**src/rtl/hrvw_pkg.sv**
```systemverilog
// Package for the HRV sliding-window block: action codes and arithmetic unit widths.
// Used by the ring memory, the divider, the square-root unit and the top level; no dependencies.
`default_nettype none
package hrvw_pkg;

	typedef enum logic [1:0] {
		ACT_PUSH  = 2'd0,
		ACT_PRUNE = 2'd1,
		ACT_QUERY = 2'd2,
		ACT_CLEAR = 2'd3
	} act_t;

	localparam int unsigned OPW  = 64;  // operand width of divider and square root
	localparam int unsigned RTW  = 32;  // square root width
	localparam int unsigned DVW  = 16;  // divisor width
	localparam int unsigned TSW  = 32;  // beat timestamp width
	localparam int unsigned RRW  = 16;  // RR interval width
	localparam int unsigned RMW  = 16;  // RMSSD width
	localparam int unsigned SDW  = 15;  // SDNN width

endpackage
`default_nettype wire

```
**src/rtl/hrvw_isqrt.sv**
```systemverilog
// Integer square root, two operand bits per cycle, floor of the root of a 64-bit value.
// Uses hrvw_pkg widths.
`default_nettype none
module hrvw_isqrt (
	input  wire                        clk,
	input  wire                        arst_n,
	input  wire                        start,
	input  wire  [hrvw_pkg::OPW-1:0]   operand,
	output logic [hrvw_pkg::RTW-1:0]   root,
	output logic                       done
);

	localparam int unsigned CNTW = $clog2(hrvw_pkg::RTW);

	logic [hrvw_pkg::OPW-1:0] v_q;
	logic [hrvw_pkg::RTW+1:0] rem_q;
	logic [CNTW-1:0]          cnt_q;
	logic                     busy_q;
	logic [hrvw_pkg::RTW+1:0] rem_sh;
	logic [hrvw_pkg::RTW+1:0] trial;
	logic                     fit;

	assign rem_sh = {rem_q[hrvw_pkg::RTW-1:0], v_q[hrvw_pkg::OPW-1 -: 2]};
	assign trial  = {root, 2'b01};
	assign fit    = rem_sh >= trial;

	always_ff @(posedge clk or negedge arst_n) begin
		if (!arst_n) begin
			busy_q <= 1'b0;
			done   <= 1'b0;
			cnt_q  <= '0;
		end else begin
			done <= 1'b0;
			if (start) begin
				busy_q <= 1'b1;
				cnt_q  <= '0;
			end else if (busy_q) begin
				cnt_q <= cnt_q + 1'b1;
				if (cnt_q == CNTW'(hrvw_pkg::RTW - 1)) begin
					busy_q <= 1'b0;
					done   <= 1'b1;
				end
			end
		end
	end

	always_ff @(posedge clk) begin
		if (start) begin
			v_q   <= operand;
			rem_q <= '0;
			root  <= '0;
		end else if (busy_q) begin
			v_q   <= {v_q[hrvw_pkg::OPW-3:0], 2'b00};
			rem_q <= fit ? (rem_sh - trial) : rem_sh;
			root  <= {root[hrvw_pkg::RTW-2:0], fit};
		end
	end

endmodule
`default_nettype wire

```
**config.mk**
```make
export PLATFORM = sky130hd
export DESIGN_NAME = hrvw_isqrt
export DESIGN_NICKNAME = d
export VERILOG_FILES = /design/src/rtl/hrvw_pkg.sv /design/src/rtl/hrvw_isqrt.sv
export SDC_FILE = /design/constraint.sdc
export NUM_CORES = 1
export LEC_CHECK = 0
export BUFFER_PORTS_ARGS = -buffer_cell sky130_fd_sc_hd__buf_4
export CORE_ASPECT_RATIO = 2
export CORE_UTILIZATION = 53
export CTS_CLUSTER_DIAMETER = 40
export CTS_CLUSTER_SIZE = 40
export DETAILED_ROUTE_END_ITERATION = 12
export PLACE_DENSITY = 0.8
export SLEW_MARGIN = 20
export SYNTH_ARGS = -nofsm -noshare
export SYNTH_HDL_FRONTEND = slang
export SYNTH_SLANG_ARGS = --single-unit
```
**constraint.sdc**
```tcl
create_clock -name clk -period 2.6 [get_ports clk]
set_clock_uncertainty 0.2 [all_clocks]
set_input_delay 0 -clock clk [delete_from_list [all_inputs] [get_ports clk]]
set_output_delay 0 -clock clk [all_outputs]
set_load 0.01 [all_outputs]
```
# Yosys cells after proc, flatten, opt, wreduce, memory -nomap -nowiden
# Index checks and enable logic that the tools add are counted.
# Widths: inputs -> output; s select.
[word_totals]
input_bits = 67
word_cells = 22
regBits = 135
[op_classes]
addsub = 2
n_lt_le_gt_ge = 1
mux = 11
eq_ne = 1
reduce_logical = 1
[ops]
columns = ["cell", "n"]
rows = [
  ["$mux 64", 2],
  ["$ge 34x34->1", 1],
  ["$mux 32", 1],
  ["$sub 32x32->32", 1],
  ["$mux 5", 2],
  ["$mux 1", 6],
  ["$add 5x1->5 const B", 1],
  ["$eq 5x5->1 const B", 1],
  ["$reduce_bool 2->1", 1],
]

# Logic depth before layout (Yosys ltp)
[logic_depth]
word_depth = 4
ltp_mapped = 13

# Least setup slack after synthesis
# Ideal clock, no wire load.
[synth_path]
kind = "register to register"
from = "register root[21] (netlist name)"
to = "register rem_q[27] (netlist name)"
setup_ps = 91
period_less_slack_ps = 2885
stages_incl_launch_ff = 12
required_ps = 2309
slack_ps = -285
arrival_ps = 2594
cell_sequence = "dfxtp_1 > inv_1 > ha_1 > clkbuf_1 > a21oi_1 > o21ai_1 > a211oi_1 > a21oi_1 > a221oi_4 > buf_4 > nand2_1 > a311oi_1"
[synth_via]
elab_chain_cells = 2
word_cells_on_any_way = 3
cone_classes = "add/sub: 1; order compare: 1; mux: 1"
[synth_rtl]
columns = ["element", "line", "source"]
rows = [
  ["from (decl)", "hrvw_isqrt.sv:9", "output logic [hrvw_pkg::RTW-1:0] root,"],
  ["from (signal assigned)", "hrvw_isqrt.sv:55", "root <= {root[hrvw_pkg::RTW-2:0], fit};"],
  ["$sub 32x32->32 / $ge 34x34->1 (equally long branches)", "hrvw_isqrt.sv:54, hrvw_isqrt.sv:25", ""],
  ["$mux 32 *", "hrvw_isqrt.sv:54", "rem_q <= fit ? (rem_sh - trial) : rem_sh;"],
  ["to (signal assigned)", "hrvw_isqrt.sv:54", ""],
  ["to (decl)", "hrvw_isqrt.sv:16", "logic [hrvw_pkg::RTW+1:0] rem_q;"],
]
# Every way passes the cells marked *; elsewhere a longest branch is shown, timed or not.
# A chain may end at the register's enable or synchronous reset.

# Worst setup path after layout
[layout_path]
from = "register v_q[62] (netlist name)"
to = "register rem_q[29] (netlist name)"
[layout_via]
elab_chain_cells = 2
word_cells_on_any_way = 3
cone_classes = "add/sub: 1; order compare: 1; mux: 1"
[layout_rtl]
columns = ["element", "line", "source"]
rows = [
  ["from (decl)", "hrvw_isqrt.sv:15", "logic [hrvw_pkg::OPW-1:0] v_q;"],
  ["from (signal assigned)", "hrvw_isqrt.sv:49", "v_q <= operand;"],
  ["from (signal assigned)", "hrvw_isqrt.sv:53", "v_q <= {v_q[hrvw_pkg::OPW-3:0], 2'b00};"],
  ["$sub 32x32->32 / $ge 34x34->1 (equally long branches)", "hrvw_isqrt.sv:54, hrvw_isqrt.sv:25", ""],
  ["$mux 32 *", "hrvw_isqrt.sv:54", ""],
]
# Marks and branches as above.

==> impl_metrics.csv <==
group,metric,value,unit
drt,ant_nets,0,
synth,synthArstFlopShare,0.0519,
setup_path,startpoint_type,"register",
timing,tightest_slew,0.608,ns
setup_path,cp_max_fo,4,
die,rows,61,
synth,ys_seq_elements,135,
job,maxCapViolations,0,
die,initial_utilization,0.544,
synth,syn_area,7560,um^2
pwr,max-vdd-ir-drop,837,uV
synth,synthCells,754,
synth,muxShareOfSynthArea,0.137,
placement,dp_slack,-0.316,ns
global_route,grt_max_degree,43,
clock_network,clk_path_buf_depth,2,
setup_path,max_stage_delay,0.43,ns
global_route,antenna_found_initial,1,
synth,synth_flop_cell,"edfxtp_1",
synth,synth-compound-area-share,0.149,
synth,synthAdderAreaFrac,0.0596,
clock_network,clk_pin_slew,0.07,ns
synth,yosysWarnings,0,
drt,routed_wirelength,29400,um
global_route,grt_pass1_vias,7924,
drt,viasPerCell,6.30,
setup_path,worstSetupPathType,"register to register",
layout,drive_above_1_share,0.454,
clock_network,cts_made_buffers,17,
setup_path,path_cells,"buf_6 -> or3_4 -> a221oi_4 -> o31ai_2 -> a2111o_1 -> a21boi_2 -> buf_6 -> buf_6 -> o31ai_2 -> xnor2_1 -> o21ai_1",
die,die_area,14800,um^2
synth,syn_nets,857,
timing,rsz0062_at_grt,"yes",
synth,yosys.area_share.simple,0.126,
placement,placedCellCount,1143,
clock_network,root_buffer,"clkbuf_16",
layout,final_core_util,0.834,
timing,hold_violations,0,
layout,nets,1162,
timing,max_freq,0.322,GHz
layout,area_growth,53.4,%
drt,wl_per_cell,23.2,um
synth,synth_enable_flop_cells,64,
setup_path,arrival,3.22,ns
die,die_w,86.4,um
run_status,outcome,"finished, violations left",
die,coreArea,13900,um^2
die,ios,100,
global_route,grt_first_pass_wirelength,38800,um
global_route,gr-total-overflow,0,
clock_network,htreeDepth,4,
setup_path,slowest_stage,"or3_4",
pwr,p_per_area,1170,nW/um^2
synth,synth.avg_cell_area,10.0,um^2
timing,setup_viol,33,
drt,drc,0,
timing,fin_ws,-0.504,ns
global_route,grt_usage,0.345,
setup_path,crit_path_end_kind,"register",
placement,dp_hpwl,14800,um
placement,gp_congestion,0.969,
synth,synth.yosys.seq_area_share,0.447,
synth,yosys.area_share.xor_xnor,0.0324,
drt,drt_iter0_drc,695,
layout,fill_cells,719,
drt,detail_route.first_pass.iterations,6,
die,dieHeight,171,um
drt,num_vias,7957,
placement,portBuffers,99,
worst_hold_path,hold_path.class,"primary input to register",
synth,synth_top_family_by_area,"compound AO/OA/AOI/OAI gates",
setup_path,crit_top_cell,"buf_6",
timing,maxSlewHeadroom,0.595,
layout,fin_cells,1263,
timing,period_needed,3.10,ns
clock_network,cts_tree,"built",
setup_path,critPathRequiredTime,2.71,ns
clock_network,cts.sinks,135,
pwr,p_leak,5.16,nW
run_status,violations,"setup timing",
timing,fin_crit_sh,1.19,
clock_network,clk_latency,0.43,ns
timing,drv_slew,0,
synth,yosys.cell_types.count,58,
-- routing by layer --
metal | vias to the layer above | routed length (um) | global-route usage
met2 | 585 | 15100 | 0.637
met1 | 3768 | 9590 | 0.337
li1 | 3366 | - | -
met3 | 238 | 2150 | 0.0666
met4 | 0 | 2550 | 0.237
met5 | - | 0 | 0
-- worst paths after layout --
| path | startpoint | end | slack, ns | cells after the start |
|---|---|---|---|---|
| max in group asynchronous | arst_n | busy_q | 1.55 | 3 |
| min in group asynchronous | arst_n | busy_q | 0.36 | 3 |
| worst min register to register | rem_q[20] | rem_q[22] | 0.33 | 2 |
| worst max-delay path | v_q[62] | rem_q[29] | -0.50 | 11 |
| worst min-delay path | operand[59] | v_q[59] | 0.22 | 3 |
| worst max register to register | v_q[62] | rem_q[29] | -0.50 | 11 |
-- repair_timing --
item                                   4_1_cts  5_1_grt
setup buffers                                7       10
hold buffers                                67        0
endpoints found under the hold margin       88        0
resized for setup                           35       82
pin swaps                                   25       47
cloned                                       1        2
setup endpoints to repair                   33       33
-- layout make-up --
class / count / area [um^2] / share of cell area
antenna: 2 / 5.00 / 0.000432
multi-input combinational: 527 / 4420 / 0.381
sequential: 135 / 3410 / 0.294
clock buffer: 17 / 425 / 0.0367
clock inverter: 15 / 135 / 0.0117
tap: 189 / 236 / 0.0204
timing repair buffer: 335 / 2800 / 0.242
inverter: 43 / 161 / 0.0139
-- worst max-delay path, delay by kind of cell (launching register included) --
family | cells | cell delay (ns)
flip-flops | 1 | 0.42
XOR/XNOR | 1 | 0.25
AND/OR/NAND/NOR | 1 | 0.43
AO/OA/AOI/OAI | 6 | 1.27
buffers and inverters | 3 | 0.40
-- power breakdown --
group | switching [mW] | internal, mW
Clock | 1.12 | 1.26
Combinational | 4.44 | 4.04
Sequential | 0.207 | 2.54
-- kinds of logic (layout without fill, tap and decap cells) --
family / Yosys count / count (layout)
multiplexers: 96 / 96
buffers and inverters: 92 / 410
XOR/XNOR: 28 / 28
AO/OA/AOI/OAI: 153 / 153
adder cells (fa/ha/maj): 36 / 36
AND/OR/NAND/NOR: 214 / 214
other: 0 / 2
flip-flops: 135 / 135
-- state kept, by name, summed over array words and instances, names as in the netlist --
register and count:
v_q 64, rem_q 32, root 32, cnt_q 5, busy_q 1, done 1
-- metrics by stage --
step           instance area (um^2)  setup TNS (ns)  total power [mW]  hold slack (ns)
6_report                      11600          -11.15              13.6            0.216
5_1_grt                       11600          -13.36              14.0            0.211
4_1_cts                       11100           -5.29              11.6            0.212
3_5_place_dp                   9640           -6.02              8.64           -0.383
3_3_place_gp                   9640           -3.76              8.47           -0.388
2_1_floorplan                  7760           -2.46              6.46           -0.496
-- cell usage in the layout (no fill, tap or decap), drive strengths merged, types with 4 or more instances in the layout --
cell type,n
o211ai,4
a311oi,26
o21ai,21
dlygate4sd3,67
o31ai,5
clkbuf,18
mux2,62
xnor2,19
nand2b,4
inv,50
a21oi,33
o21bai,5
nand4,9
o21a,4
xor2,9
a21o,13
nor4,4
a31oi,4
nor2,83
or3,5
a211oi,8
nand3,12
mux2i,34
buf,267
nor3b,4
edfxtp,64
nand2,72
ha,36
nor3,8
dfrtp,7
clkinv,5
dfxtp,64
a41oi,5
-- cell usage after synthesis, types with 3 or more instances --
| cell | n | share of area |
|---|---|---|
| a211oi_1 | 8 | 0.0079 |
| a21o_1 | 13 | 0.013 |
| a21oi_1 | 33 | 0.022 |
| a311oi_1 | 26 | 0.030 |
| a31o_2 | 3 | 0.0035 |
| a31oi_1 | 4 | 0.0033 |
| a41oi_1 | 5 | 0.0058 |
| and3_1 | 3 | 0.0025 |
| buf_1 | 4 | 0.0020 |
| buf_2 | 7 | 0.0046 |
| buf_4 | 3 | 0.0030 |
| clkbuf_1 | 35 | 0.017 |
| dfrtp_1 | 7 | 0.023 |
| dfxtp_1 | 64 | 0.17 |
| edfxtp_1 | 64 | 0.25 |
| ha_1 | 36 | 0.060 |
| inv_1 | 43 | 0.021 |
| mux2_2 | 62 | 0.092 |
| mux2i_1 | 34 | 0.045 |
| nand2_1 | 72 | 0.036 |
| nand2b_1 | 4 | 0.0033 |
| nand3_1 | 11 | 0.0073 |
| nand4_1 | 9 | 0.0074 |
| nor2_1 | 83 | 0.041 |
| nor3_1 | 8 | 0.0053 |
| nor3b_1 | 4 | 0.0040 |
| nor4_1 | 4 | 0.0033 |
| o2111ai_1 | 3 | 0.0035 |
| o211ai_1 | 4 | 0.0040 |
| o21a_1 | 4 | 0.0040 |
| o21ai_0 | 20 | 0.013 |
| o21bai_1 | 5 | 0.0050 |
| o31ai_1 | 4 | 0.0040 |
| or2_2 | 3 | 0.0025 |
| or3_1 | 4 | 0.0033 |
| xnor2_1 | 19 | 0.022 |
| xor2_1 | 9 | 0.010 |
No activity file was read; power rests on OpenSTA's default activity.
