[config.mk]
export PLATFORM = sky130hd
export DESIGN_NAME = hrvw_div
export DESIGN_NICKNAME = d
export VERILOG_FILES = /design/src/rtl/hrvw_pkg.sv /design/src/rtl/hrvw_div.sv
export SDC_FILE = /design/constraint.sdc
export NUM_CORES = 1
export LEC_CHECK = 0
export BUFFER_PORTS_ARGS = -buffer_cell sky130_fd_sc_hd__buf_2
export CAP_MARGIN = 30
export CORE_AREA = 8 8 114 116
export DETAILED_ROUTE_END_ITERATION = 12
export DIE_AREA = 0 0 122 124
export GPL_ROUTABILITY_DRIVEN = 0
export PLACE_DENSITY = 0.83
export SETUP_SLACK_MARGIN = 0.5
export SLEW_MARGIN = 20
export SYNTH_ARGS = -nofsm -noshare
export SYNTH_HDL_FRONTEND = slang
export SYNTH_SLANG_ARGS = --single-unit
[constraint.sdc]
create_clock -name clk -period 2.7 [get_ports clk]
set_clock_uncertainty 0.1 [all_clocks]
set_input_delay 0.27 -clock clk [delete_from_list [all_inputs] [get_ports clk]]
set_output_delay 0.27 -clock clk [all_outputs]
set_load 0.1 [all_outputs]
[src/rtl/hrvw_pkg.sv]
// Package for the HRV sliding-window block: action codes and arithmetic unit widths.
// Used by the ring memory, the divider, the square-root unit and the top level; no dependencies.
`default_nettype none
package hrvw_pkg;

	typedef enum logic [1:0] {
		ACT_PUSH  = 2'd0,
		ACT_PRUNE = 2'd1,
		ACT_QUERY = 2'd2,
		ACT_CLEAR = 2'd3
	} act_t;

	localparam int unsigned OPW  = 64;  // operand width of divider and square root
	localparam int unsigned RTW  = 32;  // square root width
	localparam int unsigned DVW  = 16;  // divisor width
	localparam int unsigned TSW  = 32;  // beat timestamp width
	localparam int unsigned RRW  = 16;  // RR interval width
	localparam int unsigned RMW  = 16;  // RMSSD width
	localparam int unsigned SDW  = 15;  // SDNN width

endpackage
`default_nettype wire

[src/rtl/hrvw_div.sv]
// Restoring divider, one quotient bit per cycle, 64-bit dividend over 16-bit divisor.
// Uses hrvw_pkg widths.
`default_nettype none
module hrvw_div (
	input  wire                        clk,
	input  wire                        arst_n,
	input  wire                        start,
	input  wire  [hrvw_pkg::OPW-1:0]   dividend,
	input  wire  [hrvw_pkg::DVW-1:0]   divisor,
	output logic [hrvw_pkg::OPW-1:0]   quotient,
	output logic                       done
);

	localparam int unsigned CNTW = $clog2(hrvw_pkg::OPW);

	logic [hrvw_pkg::DVW:0]   rem_q;
	logic [hrvw_pkg::DVW-1:0] dv_q;
	logic [CNTW-1:0]          cnt_q;
	logic                     busy_q;
	logic [hrvw_pkg::DVW:0]   rem_sh;
	logic                     fit;

	assign rem_sh = {rem_q[hrvw_pkg::DVW-1:0], quotient[hrvw_pkg::OPW-1]};
	assign fit    = rem_sh >= {1'b0, dv_q};

	always_ff @(posedge clk or negedge arst_n) begin
		if (!arst_n) begin
			busy_q <= 1'b0;
			done   <= 1'b0;
			cnt_q  <= '0;
		end else begin
			done <= 1'b0;
			if (start) begin
				busy_q <= 1'b1;
				cnt_q  <= '0;
			end else if (busy_q) begin
				cnt_q <= cnt_q + 1'b1;
				if (cnt_q == CNTW'(hrvw_pkg::OPW - 1)) begin
					busy_q <= 1'b0;
					done   <= 1'b1;
				end
			end
		end
	end

	always_ff @(posedge clk) begin
		if (start) begin
			quotient <= dividend;
			dv_q     <= divisor;
			rem_q    <= '0;
		end else if (busy_q) begin
			rem_q    <= fit ? (rem_sh - {1'b0, dv_q}) : rem_sh;
			quotient <= {quotient[hrvw_pkg::OPW-2:0], fit};
		end
	end

endmodule
`default_nettype wire

Word level (Yosys, flattened, before mapping)
Cells that the tools add are included. W data, S select, Z words.

Register bits: 104. Latch bits: 0. Memory bits (writable): 0. Memory bits (read-only): 0. Bits of input ports: 83. Output and inout port bits: 65. Logic and storage cells: 22. Memories: 0.

Add/sub/neg operators: 2. Multiply operators: 0. Divide/modulo/power cells: 0. Order comparisons: 1. Eq/ne operators: 1. Shifts and indexed selects: 0. Mux-type cells: 11. Bitwise logic cells: 0. Reduce and logical (&&, ||, !) cells: 1.

Operator list (number): $mux W64 (2); $ge A17 B16 Y1 (1); $mux W16 (1); $sub A16 B16 Y16 (1); $mux W6 (2); $add A6 B1 Y6 const B (1); $eq A6 B6 Y1 const B (1); $mux W1 (6); $reduce_bool A2 Y1 (1).

Longest topological paths before layout
Gate-level depths: netlist (run 1).

Word-level depth: 4. Depth in mapped cells: 11. Depth with buffers taken out: 10.

Worst setup path before layout (run 1)
Ideal clock, no wire load.

Path type: register to register. From: register quotient[63] (netlist bit). To: register rem_q[14] (netlist bit). Setup time: 0.101 ns. Arrival: 2.918 ns. Required time: 2.499 ns. Slack: -0.419 ns. Stages on the path, launching flop included: 11. Path buffers: 0. Period minus slack after synthesis: 3.119 ns. Path through: edfxtp_1 inv_1 ha_1 fa_1 nand2b_1 a211oi_1 nor2_1 o31ai_1 o22a_1 xnor2_1 o41ai_1.

Longest elaborated chain between the ends: 2. Elaborated cells on any way between the ends: 3. Classes of those cells: add/sub (1); order compare (1); mux (1).

RTL lines: start: declaration (line hrvw_div.sv:10) `output logic [hrvw_pkg::OPW-1:0] quotient,`; start signal: assignment (line hrvw_div.sv:48) `quotient <= dividend;`; start signal: assignment (line hrvw_div.sv:53) `quotient <= {quotient[hrvw_pkg::OPW-2:0], fit};`; $sub A16 B16 Y16 / $ge A17 B16 Y1 (equally long branches) (line hrvw_div.sv:52, hrvw_div.sv:24); $mux W16 (*) (line hrvw_div.sv:52) `rem_q <= fit ? (rem_sh - {1'b0, dv_q}) : rem_sh;`; end signal: assignment (line hrvw_div.sv:52); end: declaration (line hrvw_div.sv:16) `logic [hrvw_pkg::DVW:0] rem_q;`.

Mark *: on every way between the ends. The rest lies on a longest branch, timed or not. A chain may end at the register's enable or synchronous reset.

Worst setup path in the final report (run 1)
From: register dv_q[4] (netlist bit). To: register rem_q[15] (netlist bit).

Longest elaborated chain between the ends: 2. Elaborated cells on any way between the ends: 3. Classes of those cells: add/sub (1); order compare (1); mux (1).

RTL lines: start: declaration (line hrvw_div.sv:17) `logic [hrvw_pkg::DVW-1:0] dv_q;`; start signal: assignment (line hrvw_div.sv:49) `dv_q <= divisor;`; $sub A16 B16 Y16 / $ge A17 B16 Y1 (equally long branches) (line hrvw_div.sv:52, hrvw_div.sv:24); $mux W16 (*) (line hrvw_div.sv:52).

Marks and branches as above.

==> reports/summary.md, run 1 <==
In the final routed layout, each cell accounts on average for 18.22 µm. Among all flip-flop cells after synthesis, the most frequent one is edfxtp_1. During I/O placement, the number of pins put on the boundary was 148. Cells with a size suffix above 1 make up 52.81% of the layout. The run gives 0 as the synthesis warning total.

TritonCTS built the clock tree. The library cell used most frequently in the layout, excluding fill and tap cells, is buf_2. The number of hold-slack violations in the final timing report is 0. OpenSTA, run right after detailed placement, puts the worst setup slack at 90.87 ps. Actual transition at the worst max-transition pin: 608.0 ps.

The path with the worst hold slack has its endpoint at quotient[32]. The run gives 0 as the number of max-cap violations. At the later pin of the worst-skew pair, clock insertion delay measures 350 ps. In this run, distinct cell masters in the synthesized netlist total 49.

Once routing completed, OpenROAD measured the worst setup slack at 180.7 ps. The number of CTS-inserted buffers was 9. For this run, the register share of the synthesized area comes to 57.11%. After detailed routing, the number of remaining DRC violations is 0. Number of enable-type register cells in the synthesized netlist: 80. After detailed routing, the total wire length is 13300 µm.

VDD sags by at most 0.5358 mV. The total overflow reported by the global router was 0. Measured along the y axis, the die boundary spans 124 µm. Reg-to-reg endpoint: rem_q[15]. The clock period could shrink to 2519 ps.

The most critical setup path has its startpoint at dv_q[4]. Setup violations remaining at the end of the flow were counted as 0. The path class of the tightest hold or removal check is in2reg. For this design the ratio of total power to cell area is 852.8 nW/µm². The fraction of synthesis flops using an asynchronous set or reset pin was 7.692%; the total placed instance area was 6100 µm². Synthesis produced a netlist with a net count of 499.

In this run the most critical hold path is launched from dividend[32]. The floorplan core area is 11170 µm², and the number of slew-limit violations in the final report is 0. The instance count of the mapped netlist came out at 398. For this block, the initial DRC count from the detailed router was 152. After synthesis, the mean cell area works out to 12.86 µm². The total inserted antenna cells was 0. CTS built an H-tree with a depth of 3.

The worst register-to-register path begins at dv_q[4]. In this run the cell area of the synthesized design comes to 5117 µm². The leakage power total was 3.003 nW; the initial core utilization was 45.80%.

The tools report the number of global-route vias before repair as 4102. Entering global routing, the biggest net connects 64 pins. STA puts the critical path data required time at 2870 ps. After routing the design area is 7030 µm². At the worst endpoint, the arrival time is 2690 ps.

The count of clock tree sinks was 104. The tools report the category of the worst setup path launch point as a flop. The floorplan has 39 rows. The die covers 15130 µm².

Compared with the post-synthesis result, the final layout area differs by 37.38%. Input and output buffers added on the ports amount to 147. The worst reg2reg path depth works out to 9. The chip width is 122 µm, and the via-per-instance ratio is 5.344. The CTS clock-pin slew for the worst setup and hold paths was 80 ps. The kind of critical path was reg2reg. Detailed placement finished with a half-perimeter wire length of 8911 µm. The tools report the detailed-route via count as 3901. In this run the worst path has a maximum fanout of 7. Counting flops and latches in the post-synthesis netlist gives 104. The worst hold path passes through 2 cells.

The first detailed-routing pass ran for 5 iterations. In this run the deepest clock path goes through 2 buffers. STA classifies the critical path endpoint as a flop. In this run the clock root is driven by a clkbuf_16.

The worst path uses 93.31% of the clock period. The tools report the number of antenna violations at the first check in global routing as 0. For this run, the total global-route usage over all layers was measured as 17.27%.

Setup repair after global routing could not meet its margin everywhere. For the worst relative slew slack, the log shows 59.46%. The flow ran to the end, and the final reports show no timing, DRC or antenna violations. Derived from the worst setup path, the maximum achievable clock frequency is 0.3969 GHz. The wire length of the first global-routing pass was 20380 µm; the remaining antenna violation count was 0. For flop-to-flop paths, the worst setup slack is 180 ps. In the layout the commonest cells are buf_2, edfxtp_1, mux2_2, nor2_1, buf_4. For this run, the post-layout net count is 683.
## cells by family (layout without fill, tap and decap cells)
group                      after synthesis  after routing  synth area share (%)
DFF                                    104            104                 57.11
and+or+nand+nor                         76             76                 7.139
adders and majority gates               18             18                 4.548
buffers and inverters                   43            232                 3.374
AOI/OAI and AO/OA                       65             65                 8.582
xor gates and xnor gates                16             16                 2.738
muxes                                   76             76                 16.50
## worst max-delay path by stage
stage | to
after floorplan | rem_q[14]
after global placement | rem_q[15]
after detailed placement | rem_q[15]
after CTS | rem_q[15]
after global routing | rem_q[15]
final | rem_q[15]
## worst max-delay path, stage by stage, from the launching register on
cell	delay, ps
edfxtp_1	340
inv_2	60
ha_4	300
nand2_4	80
nor4_4	350
a31oi_1	130
and4_1	230
o21a_4	230
or3_4	370
a311oi_2	260
## timing repair
item	4_1_cts	5_1_grt
setup buffers	12	7
endpoints found under the hold margin	24	0
gates cloned	0	0
hold buffers	17	0
resized for setup	36	27
endpoints found under the setup margin	17	17
pin swaps	25	18
## synth_stat cells, drive strengths merged (9+ instances only)
library cell	instances	area (µm²)
a21oi	15	75.07
edfxtp	80	2402
mux2i	12	120.1
inv	24	90.08
a211oi	17	132.6
nor2	37	138.9
ha	17	212.7
xnor2	9	78.83
mux2	64	724.4
o21ai	12	60.05
dfxtp	16	320.3
clkbuf	11	41.29
nand2	16	65.06
## routing by layer
metal  vias up  global-route usage [%]  part of all wire (%)
met2       158                   29.04                    50
met4         0                   6.399                   1.8
li1       1840                       -                     -
met1      1885                   19.09                    39
met5         -                       0                     0
met3        18                   7.525                   8.8
## flip-flops by register name, summed over array words and instances, names as in the netlist
register / count
busy_q: 1
cnt_q: 6
done: 1
dv_q: 16
quotient: 64
rem_q: 16
## where the power goes
part           switching [mW]  total, mW  internal (mW)
registers               0.166       2.12           1.96
clock network           0.603       1.24          0.635
logic                    1.68       2.64          0.960
total                    2.44       6.00           3.55
## final cells by class
cell class	count	area [µm²]
inverters	24	93.84
multi-input cells	251	2386
clock inverters	7	55.05
clock buffers	9	225.2
repair buffers	192	1166
fillers	818	4144
flip-flops and latches	104	2925
well taps	143	178.9
## per-stage QoR
step                util (%)  TNS, ps  std cells  power, mW  hold slack (ps)
global route           62.92        0        730      6.240            98.15
CTS                    61.15        0        723      5.776            100.1
floorplan                  -   -659.8        398      3.831           -125.6
global placement       54.59        0        678      4.196            15.88
detailed placement     54.59        0        678      4.239            20.59
finish                 62.92        0        730      5.995            115.1
Note: power is estimated with default switching activity, not from simulation.
==> run 2, diff against run 1 <==
--- a/config.mk
+++ b/config.mk
@@ -6,12 +6,11 @@
 export NUM_CORES = 1
 export LEC_CHECK = 0
 export BUFFER_PORTS_ARGS = -buffer_cell sky130_fd_sc_hd__buf_2
-export CAP_MARGIN = 30
 export CORE_AREA = 8 8 114 116
 export DETAILED_ROUTE_END_ITERATION = 12
 export DIE_AREA = 0 0 122 124
 export GPL_ROUTABILITY_DRIVEN = 0
-export PLACE_DENSITY = 0.83
+export PLACE_DENSITY = 0.75
 export SETUP_SLACK_MARGIN = 0.5
 export SLEW_MARGIN = 20
 export SYNTH_ARGS = -nofsm -noshare
==> reports/summary.md, run 2 (same netlist as run 1, synthesis figures left out) <==
Largest register by flop count: quotient. The run gives 0 (unchanged) as the number of endpoints failing setup at the final stage. The detailed-route via count was 3833 (-1.7%). For the worst voltage drop across the vdd grid, the log shows 0.6221 mV (+16%). Count of TritonRoute iterations in the first routing pass: 4 (-1). Setup repair after global routing could not meet its margin everywhere.

The count of clock tree sinks is 104 (unchanged). The area of the die is 15130 µm² (unchanged), and the total chip power is 5.978 mW (-0.29%). The die height was 124 µm (unchanged). Number of antenna violations at the first check in global routing: 1 (+1). The detailed-route wire length per cell came out at 17.94 µm (-1.6%). The run finished with clean final reports.

The kind of critical path was reg2reg. For this design, the slowest cell found on the critical path is or3_4. The cell count after placement is 685 (+1.0%).

The type of element capturing the critical path was a flop. For the number of placement rows, the log shows 39 (unchanged). The number of global-route vias before repair was 4232 (+3.2%). TritonCTS built the clock tree. In the layout the commonest cells are buf_2, edfxtp_1, mux2_2, nor2_1, buf_4. The run gives 45.80% (unchanged) as the initial core utilization. The run gives 0.4097 GHz (+3.2%) as the achievable frequency.

The CTS clock-pin slew for the worst setup and hold paths works out to 70 ps (about the same). Via-per-instance ratio: 5.180 (-3.1%). The sum of negative setup slack came out at 0 ps (unchanged). Walking the worst path, the cells encountered are inv_1 -> ha_4 -> a211oi_2 -> nor2_1 -> o311ai_1 -> a31oi_1 -> o21a_1 -> or3_4 -> a311oi_2.

The wire length of the first global-routing pass is 20850 µm (+2.3%), and the floorplan core area is 11170 µm² (unchanged). The clock latency at the later pin of the worst-skew pair came out at 350 ps (about the same). Most common cell after layout, fill and taps aside: buf_2. The worst endpoint data arrival time is 2600 ps (-90 ps).

The I/O pin count was 148 (unchanged). The delay contributed by the slowest stage of the critical path came out at 380 ps (about the same). The leakage power total was 3.028 nW (+0.82%); the actual transition at the worst max-transition pin was 522.3 ps (-85.78 ps). For the total half-perimeter wirelength after legalization and detailed placement, the log shows 9459 µm (+6.2%). The largest registers in the layout are quotient x64, dv_q x16, rem_q x16.

The logs give 40 (-38%) for the pin count of the biggest net entering global routing and 0 (unchanged) for the total DRC errors in the routed layout. The tools report the number of max-cap violations as 0 (unchanged). The final period utilization came out at 90.40% (-2.9 points).

The maximum level of the CTS H-tree came out at 3 (unchanged). The worst slack on hold paths came out at 111.9 ps (-3.213 ps). The quantity of I/O buffers inserted on ports is 147 (unchanged), and the power per cell area is 846.5 nW/µm² (-0.73%).

The total global routing track utilization was 17.69% (+0.42 points); the net total in the final layout was 693 (+1.5%). For the total inserted antenna cells, the log shows 0 (unchanged). The worst hold path class is in2reg. Worst relative slew slack: 65.42% (+6.0 points). The number of hold-slack violations in the final timing report came out at 0 (unchanged).

The number of DRC violations after detailed-routing iteration 0 was 185 (+22%); the number of fill cells was 840 (+2.7%). The post-synthesis to final-layout area growth works out to 38.00%. The number of slew-limit violations in the final report is 0 (unchanged), and the fraction of final layout cells with drive strength greater than 1 is 52.26% (-0.55 points). The cell at the root of the clock tree is clkbuf_16. The shortest clock period the worst path allows after layout came out at 2441 ps (-78.62 ps). The maximum root-to-sink buffer count came out at 2 (unchanged). STA classifies the critical path startpoint as a flop.

The count of placed standard cells in the final layout, fillers left out came out at 740 (+1.4%). The total overflow reported by the global router is 0 (unchanged), and the remaining antenna violation count is 0 (unchanged). The total detailed-routing wirelength was 13280 µm (-0.22%); the chip width was 122 µm (unchanged). The largest driver fanout on the critical path is 7 (unchanged). The flip-flop count of the largest register, all copies and words added is 64 (unchanged). The number of CTS-inserted buffers is 9 (unchanged). Required arrival time at the worst endpoint: 2860 ps (about the same).
-- run 2: stage by stage --
step	util [%]	cell area, µm²	setup slack [ps]
finish	63.20	7062	259.3
floorplan	-	5186	-171.5
global placement	54.94	6140	147.5
global route	63.20	7062	128.1
detailed placement	54.94	6140	40.52
CTS	61.96	6924	253.5
-- run 2: metal layers --
metal	vias up	part of all wire (%)	global-route usage, %
met2	124	50	29.45
li1	1862	-	-
met1	1832	38	18.52
met5	-	0.098	0
met3	13	11	10.20
met4	2	1.4	5.783
-- run 2: final timing paths --
| path | from | end | cells after the start | slack (ps) |
|---|---|---|---|---|
| worst max register to register | dv_q[10] | rem_q[15] | 9 | 260 |
| max in group asynchronous | arst_n | cnt_q[1] | 2 | 2150 |
| worst max-delay path | dv_q[10] | rem_q[15] | 9 | 260 |
| worst min register to register | rem_q[12] | rem_q[12] | 2 | 420 |
| worst min-delay path | dividend[53] | quotient[53] | 2 | 110 |
| min in group asynchronous | arst_n | done | 2 | 180 |
-- run 2: repair_timing --
item / 4_1_cts / 5_1_grt
setup buffers: 17 / 5
gates resized for setup: 34 / 21
gates cloned: 0 / 0
pin swaps: 24 / 18
hold buffers: 17 / 0
endpoints found under the setup margin: 17 / 17
hold endpoints to repair: 24 / 0
-- run 2: final cells by class --
class	count	area [µm²]	area share, %
sequential	104	2924	41.41
multi-input combinational	251	2354	33.33
timing repair buffer	202	1236	17.51
clock buffer	10	229.0	3.242
tap	143	178.9	2.534
inverter	24	93.84	1.329
clock inverter	6	46.29	0.6556
-- run 2: power by group --
group	switching (mW)	internal [mW]	total, mW
logic	1.65	0.997	2.65
clock network	0.586	0.631	1.22
registers	0.160	1.96	2.12
-- run 2: worst max-delay path: cells and delay by family (launching register included) --
family          cells  cell delay [ps]
compound gates      5             1080
fa+ha+maj           1              230
buf+inv             1              100
flops               1              360
simple gates        2              480
